===== src/hdl/chmod_spec_mode_applier_top_defines.svh =====
// assertion macros shared by the chmod spec mode applier rtl
// expects clk and arst_n in the scope of each use
`ifndef CHMOD_SPEC_MODE_APPLIER_TOP_DEFINES_SVH
`define CHMOD_SPEC_MODE_APPLIER_TOP_DEFINES_SVH

// same-cycle implication
`define CMS_ASSERT_NOW(lbl, ante, cons, msg) \
	lbl: assert property (@(posedge clk) disable iff (!arst_n) (ante) |-> (cons)) \
		else $error(msg);

// next-cycle implication
`define CMS_ASSERT_NEXT(lbl, ante, cons, msg) \
	lbl: assert property (@(posedge clk) disable iff (!arst_n) (ante) |=> (cons)) \
		else $error(msg);

`endif


===== src/hdl/cms_pkg.sv =====
// types and constants for the chmod spec mode applier
// no dependencies
`timescale 1ns / 1ps

package cms_pkg;

	localparam logic [11:0] ALL_PERMS = 12'o7777;
	localparam logic [11:0] EXEC_BITS = 12'o0111;
	localparam logic [11:0] SUID_BIT = 12'o4000;
	localparam logic [11:0] SGID_BIT = 12'o2000;
	localparam logic [11:0] STICKY_BIT = 12'o1000;
	localparam logic [8:0] WHO_U = 9'o100;
	localparam logic [8:0] WHO_G = 9'o010;
	localparam logic [8:0] WHO_O = 9'o001;
	localparam logic [8:0] WHO_A = 9'o111;
	localparam logic [8:0] WHO_OCTAL = 9'o001;
	localparam logic [8:0] UMASK_RESET = 9'o022;
	localparam logic [3:0] TYPE_DIR = 4'd4;

	localparam logic [7:0] CH_NUL = 8'h00;
	localparam logic [7:0] CH_COMMA = 8'h2C;
	localparam logic [7:0] CH_PLUS = 8'h2B;
	localparam logic [7:0] CH_MINUS = 8'h2D;
	localparam logic [7:0] CH_EQ = 8'h3D;
	localparam logic [7:0] CH_0 = 8'h30;
	localparam logic [7:0] CH_7 = 8'h37;
	localparam logic [7:0] CH_UP_D = 8'h44;
	localparam logic [7:0] CH_UP_F = 8'h46;
	localparam logic [7:0] CH_UP_X = 8'h58;
	localparam logic [7:0] CH_A = 8'h61;
	localparam logic [7:0] CH_G = 8'h67;
	localparam logic [7:0] CH_O = 8'h6F;
	localparam logic [7:0] CH_R = 8'h72;
	localparam logic [7:0] CH_S = 8'h73;
	localparam logic [7:0] CH_T = 8'h74;
	localparam logic [7:0] CH_U = 8'h75;
	localparam logic [7:0] CH_W = 8'h77;
	localparam logic [7:0] CH_X = 8'h78;

	typedef enum logic [1:0] {
		PH_FIRST,
		PH_SECOND,
		PH_OCTAL
	} phase_t;

	typedef enum logic [2:0] {
		OP_NONE,
		OP_ADD,
		OP_SUB,
		OP_EQ,
		OP_SET
	} op_t;

	typedef struct packed {
		phase_t phase;
		logic [8:0] who;
		logic [11:0] perm;
		op_t op;
		logic [11:0] special_who;
		logic [11:0] special_bits;
		logic sel_x;
		logic sel_dir;
		logic sel_file;
	} clause_t;

	localparam clause_t CLAUSE_CLEAR = '{
		phase: PH_FIRST,
		who: 9'd0,
		perm: 12'd0,
		op: OP_NONE,
		special_who: 12'd0,
		special_bits: 12'd0,
		sel_x: 1'b0,
		sel_dir: 1'b0,
		sel_file: 1'b0
	};

	typedef struct packed {
		logic [7:0] spec_char;
		logic first_char;
		logic last_char;
		logic [15:0] file_mode;
	} item_t;

	typedef struct packed {
		logic spec_ok;
		logic [15:0] new_mode;
	} result_t;

endpackage


===== src/hdl/cms_in_reg.sv =====
// input register stage for spec characters
// depends on cms_pkg
`timescale 1ns / 1ps

module cms_in_reg (
	input logic clk,
	input logic arst_n,
	input logic spec_valid,
	output logic spec_stall,
	input cms_pkg::item_t item,
	input logic out_ready,
	output logic adv,
	output cms_pkg::item_t item_s1
);
	import cms_pkg::*;

	logic valid_s1;

	assign adv = valid_s1 && (!item_s1.last_char || out_ready);
	assign spec_stall = valid_s1 && !adv;

	always_ff @(posedge clk or negedge arst_n) begin
		if (!arst_n) begin
			valid_s1 <= 1'b0;
		end else if (!spec_stall) begin
			valid_s1 <= spec_valid;
		end
	end

	always_ff @(posedge clk) begin
		if (spec_valid && !spec_stall) begin
			item_s1 <= item;
		end
	end

	`include "chmod_spec_mode_applier_top_defines.svh"

	`CMS_ASSERT_NOW(a_stall_needs_item, spec_stall, valid_s1, "stall without held item")
endmodule


===== src/hdl/cms_apply.sv =====
// applies one finished clause to the working permission bits
// depends on cms_pkg
`timescale 1ns / 1ps

module cms_apply (
	input cms_pkg::clause_t clause,
	input logic [11:0] perms,
	input logic [8:0] umask,
	input logic [3:0] type_bits,
	input logic was_exec,
	output logic [11:0] perms_out,
	output logic no_op
);
	import cms_pkg::*;

	logic is_dir;
	logic who_zero;
	logic [11:0] bits;
	logic [8:0] where7;
	logic [11:0] keep;
	logic [11:0] set;
	logic [11:0] set_eff;
	logic applies;

	always_comb begin
		is_dir = (type_bits == TYPE_DIR);
		who_zero = (clause.who == 9'd0);
		if (!who_zero) begin
			bits = ((clause.who[6] ? (clause.perm << 6) : 12'd0)
				| (clause.who[3] ? (clause.perm << 3) : 12'd0)
				| (clause.who[0] ? clause.perm : 12'd0)) & ALL_PERMS;
			where7 = {{3{clause.who[6]}}, {3{clause.who[3]}}, {3{clause.who[0]}}};
		end else begin
			bits = {3'b000, {3{clause.perm[2:0]}} & ~umask};
			where7 = 9'o777;
		end

		case (clause.op)
			OP_ADD: begin
				keep = ALL_PERMS;
				set = bits | clause.special_bits;
			end
			OP_SUB: begin
				keep = ALL_PERMS & ~(bits | clause.special_bits);
				set = 12'd0;
			end
			OP_EQ: begin
				keep = ALL_PERMS & ~({3'b000, where7}
					| ((clause.special_bits != 12'd0) ? clause.special_who : 12'd0));
				set = bits | clause.special_bits;
			end
			default: begin
				keep = 12'd0;
				set = bits;
			end
		endcase

		applies = !(clause.sel_dir && !is_dir) && !(clause.sel_file && is_dir);
		set_eff = (clause.sel_x && !was_exec && !is_dir) ? (set & ~EXEC_BITS) : set;
		perms_out = applies ? ((perms & keep) | set_eff) : perms;
		no_op = (clause.op == OP_NONE);
	end
endmodule


===== src/hdl/cms_engine.sv =====
// parse state, umask register and per-character mode update
// depends on cms_pkg, cms_apply
`timescale 1ns / 1ps

module cms_engine (
	input logic clk,
	input logic arst_n,
	input logic umask_we,
	input logic [8:0] umask_wdata,
	input logic adv,
	input cms_pkg::item_t item_s1,
	output cms_pkg::result_t result
);
	import cms_pkg::*;

	logic [8:0] umask_q;
	clause_t clause_q;
	logic failed_q;
	logic [11:0] perms_q;
	logic [3:0] type_q;
	logic was_exec_q;

	clause_t cl_p;
	logic fail_p;
	logic [11:0] perms_p;
	logic [3:0] type_p;
	logic was_exec_p;

	clause_t cl_parse;
	clause_t cl_fin;
	clause_t cl_n;
	logic fail_a;
	logic fail_b;
	logic comma;
	logic fin_en;
	logic fin_fail;
	logic [11:0] fin_perms;
	logic [11:0] perms_n;
	logic [7:0] ch;

	assign ch = item_s1.spec_char;
	assign comma = (ch == CH_COMMA);

	always_comb begin
		if (item_s1.first_char) begin
			type_p = item_s1.file_mode[15:12];
			perms_p = item_s1.file_mode[11:0];
			was_exec_p = ((item_s1.file_mode[11:0] & EXEC_BITS) != 12'd0);
			fail_p = 1'b0;
			cl_p = CLAUSE_CLEAR;
		end else begin
			type_p = type_q;
			perms_p = perms_q;
			was_exec_p = was_exec_q;
			fail_p = failed_q;
			cl_p = clause_q;
		end
	end

	always_comb begin
		cl_parse = cl_p;
		fail_a = fail_p;
		if (!fail_p) begin
			if (ch == CH_NUL) begin
				fail_a = 1'b1;
			end else if (!comma) begin
				case (cl_p.phase)
					PH_FIRST: begin
						case (ch)
							CH_UP_D: begin
								if (cl_p.sel_file) fail_a = 1'b1;
								else cl_parse.sel_dir = 1'b1;
							end
							CH_UP_F: begin
								if (cl_p.sel_dir) fail_a = 1'b1;
								else cl_parse.sel_file = 1'b1;
							end
							CH_U: begin
								cl_parse.who = cl_p.who | WHO_U;
								cl_parse.special_who = cl_p.special_who | SUID_BIT;
							end
							CH_G: begin
								cl_parse.who = cl_p.who | WHO_G;
								cl_parse.special_who = cl_p.special_who | SGID_BIT;
							end
							CH_O: cl_parse.who = cl_p.who | WHO_O;
							CH_A: cl_parse.who = cl_p.who | WHO_A;
							CH_PLUS: begin
								cl_parse.op = OP_ADD;
								cl_parse.phase = PH_SECOND;
							end
							CH_MINUS: begin
								cl_parse.op = OP_SUB;
								cl_parse.phase = PH_SECOND;
							end
							CH_EQ: begin
								cl_parse.op = OP_EQ;
								cl_parse.phase = PH_SECOND;
							end
							default: begin
								if ((ch inside {[CH_0:CH_7]}) && (cl_p.who == 9'd0)) begin
									cl_parse.op = OP_SET;
									cl_parse.phase = PH_OCTAL;
									cl_parse.who = WHO_OCTAL;
									cl_parse.perm = {9'd0, ch[2:0]};
								end else begin
									fail_a = 1'b1;
								end
							end
						endcase
					end
					PH_SECOND: begin
						case (ch)
							CH_R: cl_parse.perm = cl_p.perm | 12'd4;
							CH_W: cl_parse.perm = cl_p.perm | 12'd2;
							CH_UP_X: begin
								cl_parse.sel_x = 1'b1;
								cl_parse.perm = cl_p.perm | 12'd1;
							end
							CH_X: cl_parse.perm = cl_p.perm | 12'd1;
							CH_S: begin
								if (cl_p.special_who != 12'd0)
									cl_parse.special_bits = cl_p.special_bits | cl_p.special_who;
								else
									cl_parse.special_bits = SUID_BIT;
							end
							CH_T: cl_parse.special_bits = cl_p.special_bits | STICKY_BIT;
							default: fail_a = 1'b1;
						endcase
					end
					default: begin
						if (ch inside {[CH_0:CH_7]}) begin
							if (cl_p.perm[11:9] != 3'd0) fail_a = 1'b1;
							else cl_parse.perm = {cl_p.perm[8:0], ch[2:0]};
						end else begin
							fail_a = 1'b1;
						end
					end
				endcase
			end
		end
	end

	assign cl_fin = comma ? cl_p : cl_parse;
	assign fin_en = !fail_p && (comma || (item_s1.last_char && !fail_a));

	cms_apply u_apply (
		.clause(cl_fin),
		.perms(perms_p),
		.umask(umask_q),
		.type_bits(type_p),
		.was_exec(was_exec_p),
		.perms_out(fin_perms),
		.no_op(fin_fail)
	);

	always_comb begin
		fail_b = fail_a || (fin_en && fin_fail) || (!fail_p && comma && item_s1.last_char);
		perms_n = (fin_en && !fin_fail) ? fin_perms : perms_p;
		if (item_s1.last_char || (comma && fin_en && !fin_fail)) cl_n = CLAUSE_CLEAR;
		else cl_n = cl_parse;
		result.spec_ok = !fail_b;
		result.new_mode = fail_b ? 16'd0 : {type_p, perms_n};
	end

	always_ff @(posedge clk or negedge arst_n) begin
		if (!arst_n) begin
			umask_q <= UMASK_RESET;
		end else if (umask_we) begin
			umask_q <= umask_wdata;
		end
	end

	always_ff @(posedge clk or negedge arst_n) begin
		if (!arst_n) begin
			clause_q <= CLAUSE_CLEAR;
			failed_q <= 1'b0;
			perms_q <= 12'd0;
			type_q <= 4'd0;
			was_exec_q <= 1'b0;
		end else if (adv) begin
			clause_q <= cl_n;
			failed_q <= fail_b;
			perms_q <= perms_n;
			type_q <= type_p;
			was_exec_q <= was_exec_p;
		end
	end

	`include "chmod_spec_mode_applier_top_defines.svh"

	`CMS_ASSERT_NEXT(a_end_clears_clause, adv && item_s1.last_char, clause_q.phase == PH_FIRST, "clause not cleared after last character")
	`CMS_ASSERT_NOW(a_octal_is_set, clause_q.phase == PH_OCTAL, (clause_q.op == OP_SET) && (clause_q.who == WHO_OCTAL), "octal phase without octal set")
endmodule


===== src/hdl/cms_out_reg.sv =====
// result register toward the downstream side
// depends on cms_pkg
`timescale 1ns / 1ps

module cms_out_reg (
	input logic clk,
	input logic arst_n,
	input logic load,
	input cms_pkg::result_t result,
	output logic out_ready,
	output logic result_valid,
	input logic result_stall,
	output logic spec_ok,
	output logic [15:0] new_mode
);
	import cms_pkg::*;

	logic valid_q;
	result_t res_q;

	assign out_ready = !valid_q || !result_stall;
	assign result_valid = valid_q;
	assign spec_ok = res_q.spec_ok;
	assign new_mode = res_q.new_mode;

	always_ff @(posedge clk or negedge arst_n) begin
		if (!arst_n) begin
			valid_q <= 1'b0;
		end else if (out_ready) begin
			valid_q <= load;
		end
	end

	always_ff @(posedge clk) begin
		if (load && out_ready) begin
			res_q <= result;
		end
	end

	`include "chmod_spec_mode_applier_top_defines.svh"

	`CMS_ASSERT_NOW(a_no_overwrite, load, out_ready, "result loaded into a held transaction")
	`CMS_ASSERT_NOW(a_fail_zero_mode, valid_q && !res_q.spec_ok, res_q.new_mode == 16'd0, "failed result carries a mode")
endmodule


===== src/hdl/chmod_spec_mode_applier_top.sv =====
// chmod spec mode applier: one spec character per transaction, one result per spec
// a result is valid after its last character passes the input register, then the output register
// throughput: one character per cycle while the result side does not stall
// the stored parse state and working mode are updated when a held character leaves the input register
// reset clears parse state, working mode and pipeline valids; umask resets to 022
// depends on cms_pkg, cms_in_reg, cms_engine, cms_out_reg
`timescale 1ns / 1ps

module chmod_spec_mode_applier_top (
	input logic clk,
	input logic arst_n,
	input logic umask_we,
	input logic [8:0] umask_wdata,
	input logic spec_valid,
	output logic spec_stall,
	input logic [7:0] spec_char,
	input logic first_char,
	input logic last_char,
	input logic [15:0] file_mode,
	output logic result_valid,
	input logic result_stall,
	output logic spec_ok,
	output logic [15:0] new_mode
);
	import cms_pkg::*;

	item_t item;
	item_t item_s1;
	result_t result;
	logic adv;
	logic out_ready;

	assign item.spec_char = spec_char;
	assign item.first_char = first_char;
	assign item.last_char = last_char;
	assign item.file_mode = file_mode;

	cms_in_reg u_in_reg (
		.clk(clk),
		.arst_n(arst_n),
		.spec_valid(spec_valid),
		.spec_stall(spec_stall),
		.item(item),
		.out_ready(out_ready),
		.adv(adv),
		.item_s1(item_s1)
	);

	cms_engine u_engine (
		.clk(clk),
		.arst_n(arst_n),
		.umask_we(umask_we),
		.umask_wdata(umask_wdata),
		.adv(adv),
		.item_s1(item_s1),
		.result(result)
	);

	cms_out_reg u_out_reg (
		.clk(clk),
		.arst_n(arst_n),
		.load(adv && item_s1.last_char),
		.result(result),
		.out_ready(out_ready),
		.result_valid(result_valid),
		.result_stall(result_stall),
		.spec_ok(spec_ok),
		.new_mode(new_mode)
	);
endmodule

===== config.mk =====
export PLATFORM = sky130hd
export DESIGN_NAME = chmod_spec_mode_applier_top
export DESIGN_NICKNAME = d
export VERILOG_FILES = /design/src/hdl/cms_pkg.sv /design/src/hdl/cms_in_reg.sv /design/src/hdl/cms_apply.sv /design/src/hdl/cms_engine.sv /design/src/hdl/cms_out_reg.sv /design/src/hdl/chmod_spec_mode_applier_top.sv
export VERILOG_INCLUDE_DIRS = /design/src /design/src/hdl
export SDC_FILE = /design/constraint.sdc
export NUM_CORES = 1
export LEC_CHECK = 0
export BUFFER_PORTS_ARGS = -buffer_cell sky130_fd_sc_hd__clkbuf_2
export CAP_MARGIN = 30
export CORE_AREA = 5 5 152 110
export CTS_CLUSTER_DIAMETER = 100
export CTS_CLUSTER_SIZE = 16
export DETAILED_ROUTE_END_ITERATION = 16
export DIE_AREA = 0 0 157 115
export PLACE_DENSITY_LB_ADDON = 0.2
export REMOVE_ABC_BUFFERS = 1
export SYNTH_ARGS = -nofsm -noshare
export SYNTH_HDL_FRONTEND = slang
export SYNTH_SLANG_ARGS = --single-unit

===== constraint.sdc =====
create_clock -name clk -period 8 [get_ports clk]
set_input_delay 0.8 -clock clk [delete_from_list [all_inputs] [get_ports clk]]
set_output_delay 0.8 -clock clk [all_outputs]
set_load 0.02 [all_outputs]

Yosys cells after proc, flatten, opt, wreduce, memory -nomap -nowiden:

Cells that the tools add are included.

* bits in registers: 125
* input port bits: 40

* muxes and demuxes: 53
* reduce and logical (&&, ||, !) cells: 56
* equality and inequality tests: 21
* bitwise operators: 11
* $lt $le $gt $ge: 2

Operators by type and width (count)
* $mux 53: 5
* $mux 12: 12
* $eq 8x7->1 const B: 12
* $pmux 12 s2: 4
* $or 12x12->12: 5
* $mux 51: 1
* $pmux 9 s5: 1
* $pmux 12 s3: 1
* $reduce_bool 12->1: 3
* $eq 8x6->1 const B: 4
* $mux 26: 1
* $not 12->12: 2
* $logic_and 1x1->1: 20
* $logic_not 9->1: 2
* $mux 1: 16
* $mux 15: 1
* $logic_not 1->1: 13
* $mux 13: 1
* $and 12x12->12: 1
* $or 9x12->12: 1
* $pmux 3 s4: 1
* $reduce_or 6->1: 2
* $mux 11: 1
* $and 9x9->9: 1
* 25 further kinds: 32

Longest topological paths before layout:

Gate-level depths: netlist of the first run.

* word-level depth: 21
* mapped depth: 14
* depth with buffers taken out: 9

By module:

Synthesis of the first run repeated with hierarchy kept, for this count alone.

* cells, all modules: 826
* area total of the unflattened synthesis: 7475.9 um^2

By module, submodules not included
* cms_engine: area each 5113.7 um^2, cells an instance 624, times used 1, seq. area each 2004.4 um^2
* cms_apply: area each 944.7 um^2, cells an instance 147, times used 1, seq. area each 0.0 um^2
* cms_in_reg: area each 853.3 um^2, cells an instance 33, times used 1, seq. area each 805.8 um^2
* cms_out_reg: area each 558.0 um^2, cells an instance 21, times used 1, seq. area each 535.5 um^2
* chmod_spec_mode_applier_top: area each 6.3 um^2, cells an instance 1, times used 1, seq. area each 0.0 um^2

Least setup slack after synthesis of the first run:

No wires, ideal clock.

* kind: reg2reg
* start: register, netlist name u_in_reg.item_s1[25]
* end: register u_out_reg.res_q (netlist bit u_out_reg.new_mode[11]), data pin
* period minus slack after synthesis: 2.854 ns
* arrival time: 2.702 ns
* stages on the path, launching flop included: 11
* slack: 5.146 ns
* path buffers: 2
* path through: edfxtp_1 and4bb_1 o211a_2 nand2_1 a221o_1 nor2b_4 buf_6 or2_1 buf_6 or3_1 a31oi_1

* longest elaborated chain between the ends: 21
* elaborated cells between the ends (all ways): 92

Ends and longest elaborated chain
* $ge 8x6->1 / $le 8x6->1 (equally long branches): line cms_engine.sv:101, cms_engine.sv:132
* $logic_and 1x1->1: line cms_engine.sv:101, cms_engine.sv:132
* $logic_and 1x1->1: line cms_engine.sv:101 `if ((ch inside {[CH_0:CH_7]}) && (cl_p.who == 9'd0)) begin`
* $mux 26: line cms_engine.sv:101
* $pmux 9 s5 / $mux 12 (equally long branches): line cms_engine.sv:69 `case (ch)`
* $mux 11 / $pmux 12 s2 (equally long branches): line cms_engine.sv:67 `case (cl_p.phase)`
* $mux 53: line cms_engine.sv:66 `end else if (!comma) begin`
* $mux 53: line cms_engine.sv:64 `if (ch == CH_NUL) begin`
* [5 not listed]
* $mux 12: line cms_apply.sv:28 `if (!who_zero) begin`
* $or 12x12->12: line cms_apply.sv:41, cms_apply.sv:44, cms_apply.sv:50
* $not 12->12: line cms_apply.sv:44 `keep = ALL_PERMS & ~(bits | clause.special_bits);`
* $pmux 12 s3: line cms_apply.sv:38 `case (clause.op)`
* $and 12x12->12: line cms_apply.sv:60 `perms_out = applies ? ((perms & keep) | set_eff) : perms;`
* $or 12x12->12: line cms_apply.sv:60
* $mux 12: line cms_apply.sv:60
* $mux 12: line cms_engine.sv:159 `perms_n = (fin_en && !fin_fail) ? fin_perms : perms_p;`
* end signal: assignment: line cms_out_reg.sv:36 `res_q <= result;`
* end: declaration: line cms_out_reg.sv:19 `result_t res_q;`

Several ways; a longest one is shown, not always the timed one.
A chain may end at the register's enable or synchronous reset.

Worst setup path in the final report of the first run:

* start: register, netlist name u_in_reg.item_s1[17]
* end: register u_out_reg.res_q (netlist bit u_out_reg.new_mode[14]), data pin

* longest elaborated chain between the ends: 16
* elaborated cells between the ends (all ways): 36

Ends and longest elaborated chain
* $mux 53: line cms_engine.sv:45 `if (item_s1.first_char) begin`
* $logic_not 9->1: line cms_engine.sv:101
* $logic_and 1x1->1: line cms_engine.sv:101
* $mux 1: line cms_engine.sv:101
* $pmux 1 s3: line cms_engine.sv:69
* $pmux 1 s2: line cms_engine.sv:67
* $mux 1: line cms_engine.sv:66
* $mux 1: line cms_engine.sv:64
* $mux 1: line cms_engine.sv:63 `if (!fail_p) begin`
* $logic_not 1->1: line cms_engine.sv:145 `assign fin_en = !fail_p && (comma || (item_s1.last_char && !fail_a));`
* $logic_and 1x1->1: line cms_engine.sv:145
* $logic_or 1x1->1: line cms_engine.sv:145
* $logic_and 1x1->1: line cms_engine.sv:145
* $logic_and 1x1->1: line cms_engine.sv:158 `fail_b = fail_a || (fin_en && fin_fail) || (!fail_p && comma && item_s1.last_char);`
* $logic_or 1x1->1 (2 in a row): line cms_engine.sv:158

Several ways; a longest one is shown, not always the timed one.

==> metrics.md, run 1 <==
| Metric | Value |
|---|---|
| Crit share post-route | 0.5362 |
| Combinational share of power | 0.104 |
| Leakage | 3.438 nW |
| Residual DRC | 0 |
| Slew @ Worst Pin | 0.9487 ns |
| Final min period | 4.290 ns |
| Ys Warns | 0 |
| CTS root buf | clkbuf_16 |
| Outcome | complete, no violations |
| Post_cts resized | 0 |
| Syn Inst Count | 769 |
| Post-route cell area | 8407 sq um |
| Post-synthesis sequential area ratio | 0.4510 |
| Main combinational cell family by area after synthesis | compound AO/OA/AOI/OAI gates |
| Adder-Cell Fraction of Synth Area | 0 |
| Post-Synth Simple-Gate Area | 0.2117 |
| Pre-antenna DRT Iters | 6 |
| Layout area overhead | 13.32% |
| Std-Cell Rows | 38 |
| RSZ-0062 raised after global routing | no |
| PortBufs | 58 |
| Register bit total from synthesis | 125 |
| Most frequent cells in the layout | 80 x dfrtp_1, 65 x nand2_1, 62 x nor2_1, 57 x clkbuf_2, 44 x o21ai_0 |
| Endpoints failing setup | 0 |
| H-tree level count | 4 |
| Fillers | 1,337 |
| CTS tree | built |
| Antenna violations before repair | 1 |
| Worst Path Max Fanout | 27 |
| HPWL Detailed | 19.22 mm |
| Placed Area | 7831 sq um |
| Die Area | 18,060 sq um |
| DR vias/cell | 6.790 |
| DRT antenna net count | 0 |
| FFs w/ async S/R, synth | 0.6560 |
| Dpl cells | 994 |
| Synth Area in Compound Gates | 0.2447 |
| Synth Area per Inst | 9.647 sq um |
| Area of the multi-input gates | 3777 sq um |
| DR iter-0 viols | 919 |
| Fmax | 233.1 MHz |
| First-pass GRT wire length | 40.04 mm |
| EDFF count, synth | 43 |
| Worst EP required | 8.16 ns |
| Starting Density | 0.4891 |
| Clock Latency Late Sink | 0.43 ns |
| Crit path launch type | flop |
| Register share of total power | 0.444 |
| Synth Area in XOR/XNOR | 0.003542 |
| PD cells | 196.6 nW/um^2 |
| Max Slew Vio Count | 0 |
| WL final | 26.05 mm |
| Arr. time, crit path | 4.45 ns |
| Crit path capture type | flop |
| Net Sw Frac | 0.2883 |
| Final nets | 854 |
| Fin cells | 1,027 |
| Clock sinks | 125 |
| Share of the synthesized area in the top cell type | 0.2699 |
| Most common cell after layout, fill and taps aside | dfrtp_1 |
| Die height | 115 um |
| Post-Syn Area | 7418 sq um |
| Largest cells by area after synthesis | dfrtp_1 27%, edfxtp_1 17%, nand2_1 3.3%, nor2_1 3.1%, mux2_2 3.0% |
| Clock slew at reported path FFs | 0.07 ns |
| Total track usage | 0.2938 |
| Clock buffer depth | 2 |
| Count of cell types in the netlist | 88 |
| Die Width | 157 um |
| Cell taking the most area after synthesis | dfrtp_1 |
| GPL Wtd Cong | 0.9508 |
| Largest net degree at the start of global routing | 54 |
| Ant. Diodes | 0 |
| Fin Setup TNS | 0 ns |
| Mux cell area share after synthesis | 0.04925 |
| Layout cells sized above 1 | 0.1790 |
| P_int | 0.001176 W |
| Vias after detailed routing | 6,973 |
| Max-Cap Viols | 0 |
| Total CTS buffers | 17 |
| I/O pin count | 59 |
| Core Box Area | 15,170 sq um |
| Setup Fix Bufs, Post-CTS | 0 |
| Vias in the first global route | 6,665 |
| Total gr overflow | 0 |
| Clock power frac | 0.451 |
| Rel. slew slack | 0.3636 |
| Crit path kind | flop to flop |
| Final Hold Viols | 0 |
| WL/cell | 25.37 um |
| Worst Clk Skew | 0.01810 ns |
| Top_reg_cell synth | dfrtp_1 |
| Min-Delay Path Class | input port to asynchronous set/reset pin |
| Sw power | 0.0004766 W |
| Hold buffer count at CTS | 0 |
| Storage element area | 3346 sq um |
| Max VDD drop | 140.4 uV |
-- power by group through the flow --
stage | Sequential (W) | Combinational [W] | Clock (W)
6_report | 0.000735 | 0.000172 | 0.000746
5_1_grt | 0.000739 | 0.000188 | 0.000783
4_1_cts | 0.000733 | 0.000171 | 0.000760
3_5_place_dp | 0.000745 | 0.000170 | 0
3_3_place_gp | 0.000743 | 0.000167 | 0
2_1_floorplan | 0.000741 | 0.0000979 | 0
-- kinds of logic (layout without fill, tap and decap cells) --
logic type | Yosys count | after routing
compound gates | 253 | 253
xor+xnor | 3 | 3
buf+inv | 65 | 123
flops | 125 | 125
mux | 34 | 34
simple gates | 289 | 289
-- sequential cells by signal (all words and copies together) (netlist names) --
name	flops
u_in_reg.valid_s1	1
u_engine.type_q	4
u_engine.clause_q	53
u_out_reg.result_valid	1
u_in_reg.item_s1	26
u_engine.failed_q	1
u_engine.was_exec_q	1
u_engine.umask_q	9
u_out_reg.new_mode	16
u_out_reg.spec_ok	1
u_engine.perms_q	12
-- per-stage QoR --
step	hold slack [ns]	utilization	power (W)	setup WS (ns)
after floorplan	0.4460	-	0.0008393	3.894
after global placement	0.4607	0.5163	0.0009100	3.926
after detailed placement	0.4718	0.5163	0.0009156	3.815
after CTS	0.2805	0.5540	0.001664	3.828
after global routing	0.3100	0.5543	0.001710	3.393
final	0.2807	0.5543	0.001653	3.710
-- worst paths after layout --
| check | from | end | slack (ns) | cells past startpoint |
|---|---|---|---|---|
| min in group clk | u_engine.perms_q[2] | u_engine.perms_q[2] | 0.48 | 2 |
| setup reg to reg | u_in_reg.item_s1[17] | u_out_reg.new_mode[14] | 3.71 | 9 |
| max in group asynchronous | arst_n | u_out_reg.result_valid | 6.62 | 2 |
| hold / removal | arst_n | u_engine.clause_q[38] | 0.28 | 1 |
| setup / recovery | u_in_reg.item_s1[17] | u_out_reg.new_mode[14] | 3.71 | 9 |
| hold reg to reg | u_engine.perms_q[2] | u_engine.perms_q[2] | 0.48 | 2 |
-- routing by layer --
layer  GRT usage  up-vias  wire length [um]
li1            -     3051                 -
met1      0.4501     3427             11840
met2      0.4006      455             10570
met3     0.09406       38              3280
met4     0.07225        2               348
met5           0        -                13
-- Yosys cell counts (all sizes together), types with 6 or more instances --
master   count
mux2i       14
nand4        9
nand2b       8
and2        28
a22oi        8
clkbuf      19
nand3       16
o211ai      10
buf         26
edfxtp      43
nand2       65
o2111ai      7
a211oi       9
o21ai       48
or3          9
dfrtp       80
nor2b       11
nor2        63
inv         19
o22ai       11
a211o        6
o211a        7
nor4        11
a21oi       35
mux2        20
a22o        15
and3         7
a31oi       18
a21o         8
nor3        27
o31ai       10
-- layout make-up --
cell class	count	share of cell area
clock buffer	17	0.05060
clock inverter	15	0.01726
inverter	20	0.008930
multi-input combinational	579	0.4493
sequential	125	0.3980
tap	200	0.02977
timing repair buffer	71	0.04614
-- worst max-delay path, cell delays in order, from the launching register on --
cell and delay, ns:
edfxtp_1 0.88, clkinv_1 1.00, nand2_1 0.36, a211o_1 0.15, o211ai_2 0.32, nor2b_4 0.31
o21ai_1 0.08, a21oi_1 0.14, or3_1 0.64, nor2_1 0.11
No activity file was read; power rests on OpenSTA's default activity.
==> inputs of run 2 (changes only) <==
==> constraint.sdc (replaced) <==
create_clock -name clk -period 3.45 [get_ports clk]
set_input_delay 0.345 -clock clk [delete_from_list [all_inputs] [get_ports clk]]
set_output_delay 0.345 -clock clk [all_outputs]
set_load 0.02 [all_outputs]
==> run 2 against run 1 <==
Compared with the run above: count of clock-buffer cells in the layout unchanged; die area is the same; sequential power grew 130%; critical path depth up 2; routed wire length grew 11%; combinational power rose to 2.9 times the previous value; highest routed layer is now met4.
==> metrics.md, run 2 (synthesized netlist as in run 1, its figures left out) <==
| Metric | Value |
|---|---|
| Outcome | complete, no violations |
| DR vias/cell | 6.697 |
| Worst EP required | 3.74 ns |
| Worst Path Max Fanout | 10 |
| Fillers | 1,278 |
| CTS tree | built |
| First-pass GRT wire length | 43.95 mm |
| Total gr overflow | 0 |
| Clock buffer depth | 2 |
| Clock sinks | 125 |
| PortBufs | 58 |
| DR iter-0 viols | 1,221 |
| Clock Latency Late Sink | 0.44 ns |
| Vias after detailed routing | 7,588 |
| Slew @ Worst Pin | 0.7504 ns |
| Setup Fix Bufs, Post-CTS | 0 |
| Pre-antenna DRT Iters | 6 |
| RSZ-0062 raised after global routing | no |
| H-tree level count | 4 |
| Max Slew Vio Count | 0 |
| Most common cell after layout, fill and taps aside | buf_4 |
| PD cells | 429.5 nW/um^2 |
| Worst Clk Skew | 0.02131 ns |
| WL final | 29.00 mm |
| I/O pin count | 59 |
| Total CTS buffers | 17 |
| Endpoints failing setup | 0 |
| Total track usage | 0.3262 |
| Die height | 115 um |
| DRT antenna net count | 0 |
| Max reg flops | 53 |
| Clock slew at reported path FFs | 0.07 ns |
| Most flop-heavy register | u_engine.clause_q |
| Rel. slew slack | 0.4982 |
| Max-Cap Viols | 0 |
| Max VDD drop | 318.3 uV |
| Arr. time, crit path | 3.58 ns |
| Final Core Density | 0.6190 |
| Die Width | 157 um |
| Worst path cell trace | and4bb_2, o211a_2, a21oi_1, buf_4, o32ai_1, buf_4, o31ai_1, a2111oi_0, a221oi_1, o311a_1, nor2_1 |
| Core Box Area | 15,170 sq um |
| Die Area | 18,060 sq um |
| WL/cell | 25.59 um |
| Largest stage delay on the critical path | 0.52 ns |
| Starting Density | 0.4891 |
| Fin cells | 1,133 |
| Leakage | 4.016 nW |
| Vias in the first global route | 7,318 |
| CTS root buf | clkbuf_16 |
| Final nets | 960 |
| Worst path slowest cell | edfxtp_1 |
| Most frequent cells in the layout | 112 x buf_4, 80 x dfrtp_1, 65 x nand2_1, 61 x nor2_1, 57 x clkbuf_2 |
| Layout cells sized above 1 | 0.2851 |
| Fmax | 303.4 MHz |
| Crit path launch type | flop |
| Fin Setup TNS | 0 ns |
| Final min period | 3.296 ns |
| Antenna violations before repair | 0 |
| Crit share post-route | 0.9552 |
| Worst path most repeated cell | buf_4 |
| Crit path capture type | flop |
| Residual DRC | 0 |
| HPWL Detailed | 21.97 mm |
| Min-Delay Path Class | input port to flop |
| Flop-to-flop setup slack | 0.15 ns |
| Final Hold Viols | 0 |
| Ant. Diodes | 0 |
| Dpl cells | 1,099 |
| Layout area overhead | 26.56% |
| GPL Wtd Cong | 0.9944 |
| Crit path kind | flop to flop |
| Largest net degree at the start of global routing | 72 |
| Std-Cell Rows | 38 |
## run 2: cell count changes in the layout (fill, tap and decap cells not counted), moves of 2 or more
cell | before | now
buf_4 | 13 | 112
nor4_2 | 0 | 2
nor4_1 | 11 | 9
buf_12 | 0 | 6
## run 2: final timing paths
check / startpoint / depth (start not counted) / to
max in group asynchronous: arst_n / 4 / u_engine.perms_q[5]
min reg2reg: u_engine.perms_q[1] / 2 / u_engine.perms_q[1]
min: spec_char[7] / 1 / u_in_reg.item_s1[25]
max reg2reg: u_in_reg.item_s1[24] / 11 / u_out_reg.new_mode[4]
max: u_in_reg.item_s1[24] / 11 / u_out_reg.new_mode[4]
min in group asynchronous: arst_n / 2 / u_engine.clause_q[40]
## run 2: area by class of cell
| class | count | area [sq um] | area share |
|---|---|---|---|
| inverter | 20 | 75.07 | 0.007996 |
| clock inverter | 15 | 170.2 | 0.01812 |
| timing repair buffer | 177 | 1284 | 0.1367 |
| clock buffer | 17 | 425.4 | 0.04531 |
| tap | 200 | 250.2 | 0.02665 |
| multi-input combinational | 579 | 3839 | 0.4088 |
| sequential | 125 | 3346 | 0.3563 |
## run 2: repair_timing
item | 4_1_cts | 5_1_grt
hold buffers | 0 | 1
resized for setup | 1 | 13
cloned | 0 | 0
endpoints found under the hold margin | 0 | 3
setup endpoints to repair | 1 | 11
## run 2: worst max-delay path: cells and delay by family (launching register included)
kind | cells | cell delay (ns)
compound gates | 7 | 1.65
buf+inv | 2 | 0.42
simple gates | 2 | 0.57
flops | 1 | 0.52
## run 2: layer usage
metal | wire [um] | global-route usage
met1 | 12750 | 0.4836
met2 | 11750 | 0.4543
met3 | 3953 | 0.1230
met4 | 544 | 0.07110
met5 | 0 | 0
## run 2: per-stage QoR
stage                     total power (W)  hold slack (ns)  cell area (sq um)  setup WS (ns)
after global routing             0.004158          0.07050               9389      0.0007281
after detailed placement         0.002184           0.4881               8695      -0.005506
after CTS                        0.004030          0.06858               9296        0.05803
after global placement           0.002166           0.4631               8695        0.06506
final                            0.004033          0.07970               9389         0.1545
after floorplan                  0.001946          0.04941               7198        -0.6560
## run 2: power by group
part	leakage (nW)	switching, W	internal (W)	total (W)
clock	0.288	0.000817	0.00103	0.00185
combinational	2.24	0.000299	0.000196	0.000495
sequential	1.49	0.0000630	0.00162	0.00169
